### src/rtl/csvt_pkg.sv
// Shared types and constants for the CSV record tokenizer.
`timescale 1ns / 1ps

package csvt_pkg;

  localparam logic [7:0] CH_COMMA = 8'd44;
  localparam logic [7:0] CH_QUOTE = 8'd34;
  localparam logic [7:0] CH_CR    = 8'd13;
  localparam logic [7:0] CH_LF    = 8'd10;
  localparam logic [7:0] CH_NUL   = 8'd0;

  localparam int CFG_IDX_W  = 1;
  localparam int CFG_DATA_W = 8;
  localparam logic [CFG_IDX_W-1:0] REG_DELIMITER     = 1'b0;
  localparam logic [CFG_IDX_W-1:0] REG_SINGLE_RECORD = 1'b1;

  localparam logic [2:0] ERR_NONE         = 3'd0;
  localparam logic [2:0] ERR_QUOTE_UNQ    = 3'd1;
  localparam logic [2:0] ERR_BAD_AFTER_Q  = 3'd2;
  localparam logic [2:0] ERR_UNTERMINATED = 3'd3;
  localparam logic [2:0] ERR_EXTRA_RECORD = 3'd4;

  localparam int QUEUE_DEPTH_DEF = 4;

  typedef struct packed {
    logic       has_content;
    logic [7:0] content_byte;
    logic       field_end;
    logic       record_end;
    logic [2:0] error_code;
    logic       text_done;
  } result_t;

  // pair: a closing record mark follows the first result
  typedef struct packed {
    result_t first;
    logic    pair;
  } entry_t;

  localparam result_t RESULT_ZERO  = '0;
  localparam result_t RESULT_CLOSE = '{has_content: 1'b0, content_byte: 8'd0,
                                       field_end: 1'b1, record_end: 1'b1,
                                       error_code: ERR_NONE, text_done: 1'b1};

endpackage

### src/rtl/csvt_front.sv
// Front end: configuration registers, byte classification and parse state.
`timescale 1ns / 1ps

module csvt_front
  import csvt_pkg::*;
(
  input  logic                  clk,
  input  logic                  rst_n,
  input  logic                  cfg_write_en,
  input  logic [CFG_IDX_W-1:0]  cfg_index,
  input  logic [CFG_DATA_W-1:0] cfg_data,
  input  logic                  in_accept,
  input  logic [7:0]            in_text_byte,
  input  logic                  in_final_byte,
  output logic                  push,
  output entry_t                push_entry
);

  typedef enum logic [2:0] {
    PH_START   = 3'd0,
    PH_UNQ     = 3'd1,
    PH_QUO     = 3'd2,
    PH_QSEEN   = 3'd3,
    PH_AFTCR   = 3'd4,
    PH_DISCARD = 3'd5
  } phase_t;

  phase_t     phase_r, phase_nxt, phase_w;
  logic       record_seen_r, record_seen_nxt;
  logic [7:0] delimiter_r, delimiter_nxt;
  logic       single_record_r, single_record_nxt;
  logic [7:0] delim_eff;
  logic       term;
  logic       fin;
  logic [7:0] b;

  always_comb begin
    delimiter_nxt     = delimiter_r;
    single_record_nxt = single_record_r;
    if (cfg_write_en) begin
      case (cfg_index)
        REG_DELIMITER:     delimiter_nxt     = cfg_data[7:0];
        REG_SINGLE_RECORD: single_record_nxt = cfg_data[0];
        default: ;
      endcase
    end
  end

  assign b   = in_text_byte;
  assign fin = in_final_byte;
  assign delim_eff = (delimiter_r == CH_NUL || delimiter_r == CH_QUOTE ||
                      delimiter_r == CH_CR || delimiter_r == CH_LF) ? CH_COMMA : delimiter_r;
  assign term = (b == delim_eff) || (b == CH_CR) || (b == CH_LF);

  always_comb begin
    phase_nxt       = phase_r;
    record_seen_nxt = record_seen_r;
    push            = 1'b0;
    push_entry      = '0;
    phase_w         = phase_r;

    if (phase_r == PH_AFTCR && b == CH_LF) begin
      phase_nxt = PH_START;
      if (fin) begin
        push                       = 1'b1;
        push_entry.first.text_done = 1'b1;
      end
    end else begin
      if (phase_r == PH_AFTCR || phase_r > PH_DISCARD) begin
        phase_w = PH_START;
      end
      if (phase_w == PH_START && single_record_r && record_seen_r) begin
        push                        = 1'b1;
        push_entry.first.error_code = ERR_EXTRA_RECORD;
        push_entry.first.text_done  = fin;
        phase_nxt                   = PH_DISCARD;
      end else begin
        unique case (phase_w)
          PH_START, PH_UNQ: begin
            if (term) begin
              push = 1'b1;
              push_entry.first.field_end = 1'b1;
              if (b == delim_eff) begin
                push_entry.pair = fin;
                phase_nxt       = PH_START;
              end else begin
                push_entry.first.record_end = 1'b1;
                push_entry.first.text_done  = fin;
                record_seen_nxt             = 1'b1;
                phase_nxt = (b == CH_CR) ? PH_AFTCR : PH_START;
              end
            end else if (b == CH_QUOTE) begin
              if (phase_w == PH_UNQ || fin) begin
                push = 1'b1;
                push_entry.first.error_code =
                  (phase_w == PH_UNQ) ? ERR_QUOTE_UNQ : ERR_UNTERMINATED;
                push_entry.first.text_done = fin;
                phase_nxt = PH_DISCARD;
              end else begin
                phase_nxt = PH_QUO;
              end
            end else begin
              push = 1'b1;
              push_entry.first.has_content  = 1'b1;
              push_entry.first.content_byte = b;
              push_entry.first.field_end    = fin;
              push_entry.first.record_end   = fin;
              push_entry.first.text_done    = fin;
              phase_nxt = PH_UNQ;
            end
          end
          PH_QUO: begin
            if (b == CH_QUOTE) begin
              if (fin) begin
                push             = 1'b1;
                push_entry.first = RESULT_CLOSE;
              end else begin
                phase_nxt = PH_QSEEN;
              end
            end else if (fin) begin
              push = 1'b1;
              push_entry.first.error_code = ERR_UNTERMINATED;
              push_entry.first.text_done  = 1'b1;
              phase_nxt = PH_DISCARD;
            end else begin
              push = 1'b1;
              push_entry.first.has_content  = 1'b1;
              push_entry.first.content_byte = b;
            end
          end
          PH_QSEEN: begin
            if (b == CH_QUOTE) begin
              push = 1'b1;
              if (fin) begin
                push_entry.first.error_code = ERR_UNTERMINATED;
                push_entry.first.text_done  = 1'b1;
                phase_nxt = PH_DISCARD;
              end else begin
                push_entry.first.has_content  = 1'b1;
                push_entry.first.content_byte = b;
                phase_nxt = PH_QUO;
              end
            end else if (term) begin
              push = 1'b1;
              push_entry.first.field_end = 1'b1;
              if (b == delim_eff) begin
                push_entry.pair = fin;
                phase_nxt       = PH_START;
              end else begin
                push_entry.first.record_end = 1'b1;
                push_entry.first.text_done  = fin;
                record_seen_nxt             = 1'b1;
                phase_nxt = (b == CH_CR) ? PH_AFTCR : PH_START;
              end
            end else begin
              push = 1'b1;
              push_entry.first.error_code = ERR_BAD_AFTER_Q;
              push_entry.first.text_done  = fin;
              phase_nxt = PH_DISCARD;
            end
          end
          default: begin
            if (fin) begin
              push                       = 1'b1;
              push_entry.first.text_done = 1'b1;
            end
          end
        endcase
      end
    end

    if (fin) begin
      phase_nxt       = PH_START;
      record_seen_nxt = 1'b0;
    end
    if (!in_accept) begin
      push            = 1'b0;
      phase_nxt       = phase_r;
      record_seen_nxt = record_seen_r;
    end
  end

  always_ff @(posedge clk) begin
    if (!rst_n) begin
      phase_r         <= PH_START;
      record_seen_r   <= 1'b0;
      delimiter_r     <= CH_COMMA;
      single_record_r <= 1'b0;
    end else begin
      phase_r         <= phase_nxt;
      record_seen_r   <= record_seen_nxt;
      delimiter_r     <= delimiter_nxt;
      single_record_r <= single_record_nxt;
    end
  end

endmodule

### src/rtl/csvt_queue.sv
// Short queue of classified entries between the front and back ends.
`timescale 1ns / 1ps

module csvt_queue
  import csvt_pkg::*;
#(
  parameter int DEPTH = QUEUE_DEPTH_DEF
) (
  input  logic   clk,
  input  logic   rst_n,
  input  logic   push,
  input  entry_t push_entry,
  input  logic   pop,
  output entry_t head,
  output logic   empty,
  output logic   full
);

  localparam int PTR_W = (DEPTH > 1) ? $clog2(DEPTH) : 1;
  localparam int CNT_W = $clog2(DEPTH + 1);

  entry_t             slots [DEPTH];
  logic [PTR_W-1:0]   wr_ptr_r, wr_ptr_nxt;
  logic [PTR_W-1:0]   rd_ptr_r, rd_ptr_nxt;
  logic [CNT_W-1:0]   count_r, count_nxt;
  logic               do_push, do_pop;

  assign empty   = (count_r == '0);
  assign full    = (count_r == CNT_W'(DEPTH));
  assign do_push = push && !full;
  assign do_pop  = pop && !empty;
  assign head    = slots[rd_ptr_r];

  always_comb begin
    wr_ptr_nxt = wr_ptr_r;
    rd_ptr_nxt = rd_ptr_r;
    count_nxt  = count_r;
    if (do_push) begin
      wr_ptr_nxt = (wr_ptr_r == PTR_W'(DEPTH - 1)) ? '0 : wr_ptr_r + 1'b1;
    end
    if (do_pop) begin
      rd_ptr_nxt = (rd_ptr_r == PTR_W'(DEPTH - 1)) ? '0 : rd_ptr_r + 1'b1;
    end
    if (do_push && !do_pop) begin
      count_nxt = count_r + 1'b1;
    end else if (do_pop && !do_push) begin
      count_nxt = count_r - 1'b1;
    end
  end

  always_ff @(posedge clk) begin
    if (do_push) begin
      slots[wr_ptr_r] <= push_entry;
    end
  end

  always_ff @(posedge clk) begin
    if (!rst_n) begin
      wr_ptr_r <= '0;
      rd_ptr_r <= '0;
      count_r  <= '0;
    end else begin
      wr_ptr_r <= wr_ptr_nxt;
      rd_ptr_r <= rd_ptr_nxt;
      count_r  <= count_nxt;
    end
  end

endmodule

### src/rtl/csvt_back.sv
// Back end: expands queue entries into results and holds the output register.
`timescale 1ns / 1ps

module csvt_back
  import csvt_pkg::*;
(
  input  logic    clk,
  input  logic    rst_n,
  input  entry_t  head,
  input  logic    empty,
  output logic    pop,
  input  logic    out_stall,
  output logic    out_valid,
  output result_t out_result
);

  logic    out_valid_r, out_valid_nxt;
  result_t out_result_r, out_result_nxt;
  logic    half_r, half_nxt;
  logic    load;

  assign load = !out_valid_r || !out_stall;
  assign pop  = load && !empty && (!head.pair || half_r);

  always_comb begin
    out_valid_nxt  = out_valid_r;
    out_result_nxt = out_result_r;
    half_nxt       = half_r;
    if (load) begin
      out_valid_nxt = !empty;
      if (!empty) begin
        if (half_r) begin
          out_result_nxt = RESULT_CLOSE;
          half_nxt       = 1'b0;
        end else begin
          out_result_nxt = head.first;
          half_nxt       = head.pair;
        end
      end
    end
  end

  always_ff @(posedge clk) begin
    if (!rst_n) begin
      out_valid_r <= 1'b0;
      half_r      <= 1'b0;
    end else begin
      out_valid_r <= out_valid_nxt;
      half_r      <= half_nxt;
    end
    out_result_r <= out_result_nxt;
  end

  assign out_valid  = out_valid_r;
  assign out_result = out_result_r;

endmodule

### src/rtl/csv_record_tokenizer_top.sv
// Top level of the CSV record tokenizer.
//
// Input channel: in_valid/in_stall carry one byte of CSV text (in_text_byte)
// and a flag on the last byte of the text (in_final_byte). A transaction is
// taken at a rising edge with in_valid high and in_stall low.
// Output channel: out_valid/out_stall carry one result per transaction:
// a content byte, field and record marks, an error code and text_done.
// One input byte yields zero, one or two results; each result passes through
// the queue and then the output register. The input takes one byte per cycle
// while in_stall is low; a delimiter on the final byte yields two results,
// which leave the output register one after the other.
// The front parses each byte combinationally and writes results into a queue
// of QUEUE_DEPTH entries; in_stall rises only when that queue is full,
// which happens when the receiver holds out_stall or when two-result bytes
// arrive faster than the output register drains them.
// Configuration: cfg_write_en writes cfg_data into register cfg_index
// (0 delimiter, 1 single-record mode); write only while idle.
// Reset (rst_n low, synchronous) clears the parse state, the queue and the
// output register and returns the delimiter to comma.
`timescale 1ns / 1ps

module csv_record_tokenizer_top
  import csvt_pkg::*;
#(
  parameter int QUEUE_DEPTH = QUEUE_DEPTH_DEF
) (
  input  logic                  clk,
  input  logic                  rst_n,
  input  logic                  cfg_write_en,
  input  logic [CFG_IDX_W-1:0]  cfg_index,
  input  logic [CFG_DATA_W-1:0] cfg_data,
  input  logic                  in_valid,
  output logic                  in_stall,
  input  logic [7:0]            in_text_byte,
  input  logic                  in_final_byte,
  output logic                  out_valid,
  input  logic                  out_stall,
  output logic                  out_has_content,
  output logic [7:0]            out_content_byte,
  output logic                  out_field_end,
  output logic                  out_record_end,
  output logic [2:0]            out_error_code,
  output logic                  out_text_done
);

  logic    in_accept;
  logic    push, pop, empty, full;
  entry_t  push_entry, head;
  result_t out_result;

  assign in_stall  = full;
  assign in_accept = in_valid && !full;

  csvt_front u_front (
    .clk           (clk),
    .rst_n         (rst_n),
    .cfg_write_en  (cfg_write_en),
    .cfg_index     (cfg_index),
    .cfg_data      (cfg_data),
    .in_accept     (in_accept),
    .in_text_byte  (in_text_byte),
    .in_final_byte (in_final_byte),
    .push          (push),
    .push_entry    (push_entry)
  );

  csvt_queue #(
    .DEPTH (QUEUE_DEPTH)
  ) u_queue (
    .clk        (clk),
    .rst_n      (rst_n),
    .push       (push),
    .push_entry (push_entry),
    .pop        (pop),
    .head       (head),
    .empty      (empty),
    .full       (full)
  );

  csvt_back u_back (
    .clk        (clk),
    .rst_n      (rst_n),
    .head       (head),
    .empty      (empty),
    .pop        (pop),
    .out_stall  (out_stall),
    .out_valid  (out_valid),
    .out_result (out_result)
  );

  assign out_has_content  = out_result.has_content;
  assign out_content_byte = out_result.content_byte;
  assign out_field_end    = out_result.field_end;
  assign out_record_end   = out_result.record_end;
  assign out_error_code   = out_result.error_code;
  assign out_text_done    = out_result.text_done;

endmodule

### config.mk
export PLATFORM = sky130hd
export DESIGN_NAME = csv_record_tokenizer_top
export DESIGN_NICKNAME = d
export VERILOG_FILES = /design/src/rtl/csvt_pkg.sv /design/src/rtl/csvt_front.sv /design/src/rtl/csvt_queue.sv /design/src/rtl/csvt_back.sv /design/src/rtl/csv_record_tokenizer_top.sv
export SDC_FILE = /design/constraint.sdc
export NUM_CORES = 1
export LEC_CHECK = 0
export BUFFER_PORTS_ARGS = -buffer_cell sky130_fd_sc_hd__buf_2
export CORE_UTILIZATION = 39
export DETAILED_ROUTE_END_ITERATION = 10
export PLACE_DENSITY = 0.59
export SYNTH_ARGS = -nofsm -noshare
export SYNTH_HDL_FRONTEND = slang
export SYNTH_SLANG_ARGS = --single-unit
### constraint.sdc
create_clock -name clk -period 6.1 [get_ports clk]
set_input_delay 1.22 -clock clk [delete_from_list [all_inputs] [get_ports clk]]
set_output_delay 1.22 -clock clk [all_outputs]
set_load 0.02 [all_outputs]
==> results.py <==
metrics = {
    "cts": {
        "cts_tree": "built",
        "clock-sinks": 103,
        "clk_latency_ps": 340,
        "hold_buf_count_cts": 0,
        "post_cts.repair.setup_buffers": 0,
        "cts_resizes": 0,
        "cts_buffers": 9,
        "clock-root-buffer": "sky130_fd_sc_hd__clkbuf_16",
        "cts_max_level": 3,
        "clkTransAtPathRegs_ps": 70,
        "clock_tree.buffer_depth": 2,
    },
    "status": {
        "outcome": "finished, final reports clean",
    },
    "grt": {
        "track_usage_pct": 15.8,
        "first_pass_grt_wire_length_mm": 15.6,
        "overflow": 0,
        "grt_max_degree": 20,
        "grt_pass1_vias": 3065,
        "number_of_antenna_violations_at_the_first_check_in_global_routing": 0,
    },
    "route": {
        "ant_nets": 0,
        "first_iteration_detailed_routing_drc_count": 233,
        "firstDrtPassIters": 4,
        "via_count": 3106,
        "route.detailed.drc": 0,
        "detail_route.wirelength_mm": 9.43,
        "route.detailed.wl_per_inst_um": 16.0,
        "post_detailed_route_via_to_cell_ratio": 5.28,
    },
    "timing": {
        "final-hold-violation-count": 0,
        "min_period_over_period_pct": 59.8,
        "max-slew-margin-rel_pct": 35.2,
        "fin_hold_ws_ps": 479,
        "timing_worst_slew_pin_value_ps": 972,
        "final_period_minus_worst_setup_slack_ps": 3650,
        "finalMaxSlewViolations": 0,
        "timing.final.setup_violations": 0,
        "post_route_skew_ps": 6.28,
        "timing.setup.tns_ps": 0,
        "rsz0062_at_grt": "no",
        "achievable-frequency_ghz": 0.274,
    },
    "placement": {
        "gp_routability_congestion": 0.882,
        "post-dp-hpwl_mm": 6.42,
        "placement.io_buffers": 39,
        "placement.cell_area_mm2": 0.00516,
    },
    "setup_path": {
        "endpoint_kind": "flip-flop",
        "reg2reg_to": "u_queue.count_r[2]",
        "top_fanout_value_on_the_critical_path": 8,
        "timing.rr.start": "u_front.phase_r[2]",
        "cpLargestDelayFamily": "simple AND/OR/NAND/NOR gates",
        "timing.critical_path.slowest_cell_delay_ps": 600,
        "r2r_setup_slack_ps": 2970,
        "cp.required_ps": 6360,
        "path_cells": "buf_2 > nor3_1 > nand2_1 > a211oi_1 > nor2_1 > ha_1 > inv_1 > fa_1 > xor2_1 > or3_1 > a21oi_1",
        "worstRegToRegCells": 11,
        "category_of_the_worst_setup_path_launch_point": "input port",
        "timing.critical_path.arrival_ps": 3900,
        "cp_slowest_cell": "sky130_fd_sc_hd__nor3_1",
        "criticalPathCategory": "in2reg",
        "critPathBufInv": 2,
    },
    "min_path": {
        "hold_path.class": "reg2reg",
        "hold_path_depth": 2,
        "start_point_of_the_worst_hold_path": "u_back.out_valid",
        "hold_worst_path_end": "u_back.out_valid",
    },
    "power": {
        "power_density_mw_per_mm2": 383,
        "combPwrFrac_pct": 25.3,
        "p_switching_w": 0.000598,
        "power.total_w": 0.00210,
        "vdd_ir_drop_max_uv": 119,
        "power.share.sequential_pct": 45.8,
        "sw_frac_of_total_pct": 28.5,
        "cellInternalPower_w": 0.00150,
        "lkg_pwr_nw": 1.88,
        "share_clk_of_total_power_pct": 28.9,
    },
    "run": {
        "maxCapViolations": 0,
    },
    "die": {
        "starting_density_of_the_core_pct": 40.1,
        "num_rows": 40,
        "die_w_um": 113,
        "die_y_um": 113,
        "coreArea_mm2": 0.0121,
        "io_pins": 40,
        "die_area_mm2": 0.0129,
    },
    "synthesis": {
        "synth.avg_cell_area_um2": 12.6,
        "synth_enable_flop_cells": 79,
        "synth_top_area_share_pct": 49.0,
        "netlist_top_cells_count": "79 x sky130_fd_sc_hd__edfxtp_1, 33 x sky130_fd_sc_hd__a21oi_1, 29 x sky130_fd_sc_hd__nand2_1, 24 x sky130_fd_sc_hd__dfxtp_1, 18 x sky130_fd_sc_hd__nor2_1",
        "ys_async_rst_share_pct": 0,
        "ys_seq_elements": 103,
        "dominantRegCellSynth": "sky130_fd_sc_hd__edfxtp_1",
        "seq_area_frac_synth_pct": 58.9,
        "yosysUniqueCellTypes": 63,
        "top_post_synthesis_cells_by_area": "sky130_fd_sc_hd__edfxtp_1 49%, sky130_fd_sc_hd__dfxtp_1 9.9%, sky130_fd_sc_hd__mux4_2 7.4%",
        "netlist_area_mm2": 0.00484,
        "synth_top_area_cell": "sky130_fd_sc_hd__edfxtp_1",
        "synthCells": 385,
        "synth.net_count": 415,
        "synth_most_common_cell": "sky130_fd_sc_hd__edfxtp_1",
        "ys.warnings.count": 0,
    },
    "finish": {
        "final_nets": 446,
        "syn_to_final_growth_pct": 13.1,
        "antenna-diode-count": 0,
        "final_layout_size_suffix_gt1_share_pct": 20.0,
        "design_area_mm2": 0.00547,
    },
}
-- how the worst max path moves through the flow --
stage / from / to / slack, ps / cells after the start
4_1_cts: in_text_byte[4] / u_queue.count_r[2] / 2560 / 11
2_1_floorplan: out_stall / u_queue.count_r[2] / 2490 / 9
3_5_place_dp: in_text_byte[4] / u_queue.count_r[2] / 2180 / 11
6_report: in_text_byte[4] / u_queue.count_r[2] / 2450 / 11
5_1_grt: in_text_byte[4] / u_queue.count_r[2] / 2190 / 11
3_3_place_gp: in_text_byte[4] / u_queue.count_r[2] / 2300 / 11
-- layer usage --
| layer | routed length (µm) | track usage [%] | vias to the layer above | part of all wire, % |
|---|---|---|---|---|
| met2 | 4460 | 25.6 | 72 | 47 |
| li1 | - | - | 1515 | - |
| met1 | 4380 | 20.8 | 1501 | 46 |
| met4 | 169 | 5.53 | 0 | 1.8 |
| met3 | 417 | 4.04 | 18 | 4.4 |
| met5 | 0 | 0 | - | 0 |
-- layout make-up --
class                   instances  area [µm²]
flip-flops and latches        103        2850
fillers                      1106        6590
clock inverters                 5        81.3
inverters                      12        45.0
clock buffers                  10         229
well taps                     168         210
multi-input cells             250        1850
repair buffers                 40         203
-- worst register-to-register path, delay by kind of cell (launching register included) --
kind | cells | cell delay (ps)
buf+inv | 1 | 70
fa+ha+maj | 2 | 660
compound gates | 4 | 630
xor+xnor | 1 | 150
flops | 1 | 530
simple gates | 3 | 1010
-- sequential cells by signal (all words and copies together) (netlist names), named ones only --
signal,count
u_back.out_valid,1
u_back.out_result,15
u_queue.count_r,3
u_front.phase_r,3
u_front.delimiter_r,8
u_back.half_r,1
u_queue.rd_ptr_r,2
u_queue.wr_ptr_r,2
u_queue.slots,64
u_front.record_seen_r,1
u_front.single_record_r,1
-- placed cells by master, fill, tap and decap left out, drive strengths merged, types with 3 or more instances in the layout --
cell / n
nand3: 13
dfxtp: 24
a21oi: 35
a31oi: 6
ha: 6
o21ai: 13
or2: 4
xnor2: 6
nor2: 18
and2: 17
nor2b: 9
or3: 3
nor3b: 5
nor4: 4
nand2: 29
inv: 13
o211ai: 7
nand4: 6
nand2b: 4
nor3: 9
buf: 40
a211oi: 3
edfxtp: 79
xor2: 3
clkbuf: 10
mux4: 16
-- through the flow --
| stage | setup slack, ps | std cells | utilization [%] |
|---|---|---|---|
| final | 2450 | 588 | 45.4 |
| after global routing | 2190 | 588 | 45.4 |
| after CTS | 2560 | 588 | 45.4 |
| after detailed placement | 2180 | 573 | 42.8 |
| after global placement | 2300 | 573 | 42.8 |
| after floorplan | 2490 | 385 | - |
-- cell families (layout without fill, tap and decap cells) --
kind of cell               after synthesis  in the layout  share of synthesized area (%)
DFF                                    103            103                           58.9
buffers and inverters                   32             67                           2.87
and+or+nand+nor                        136            136                           15.8
xor gates and xnor gates                 9              9                           1.63
AOI/OAI and AO/OA                       79             79                           10.7
muxes                                   19             19                           8.09
adders and majority gates                7              7                           1.96
-- power groups by stage --
stage                     registers [W]  clock network [W]  logic, W
after floorplan                 0.00103                  0  0.000345
after global placement         0.000975                  0  0.000536
after detailed placement       0.000978                  0  0.000542
after CTS                      0.000963           0.000624  0.000543
after global routing           0.000975           0.000649  0.000591
final                          0.000961           0.000606  0.000530
Note: power is estimated with default switching activity, not from simulation.
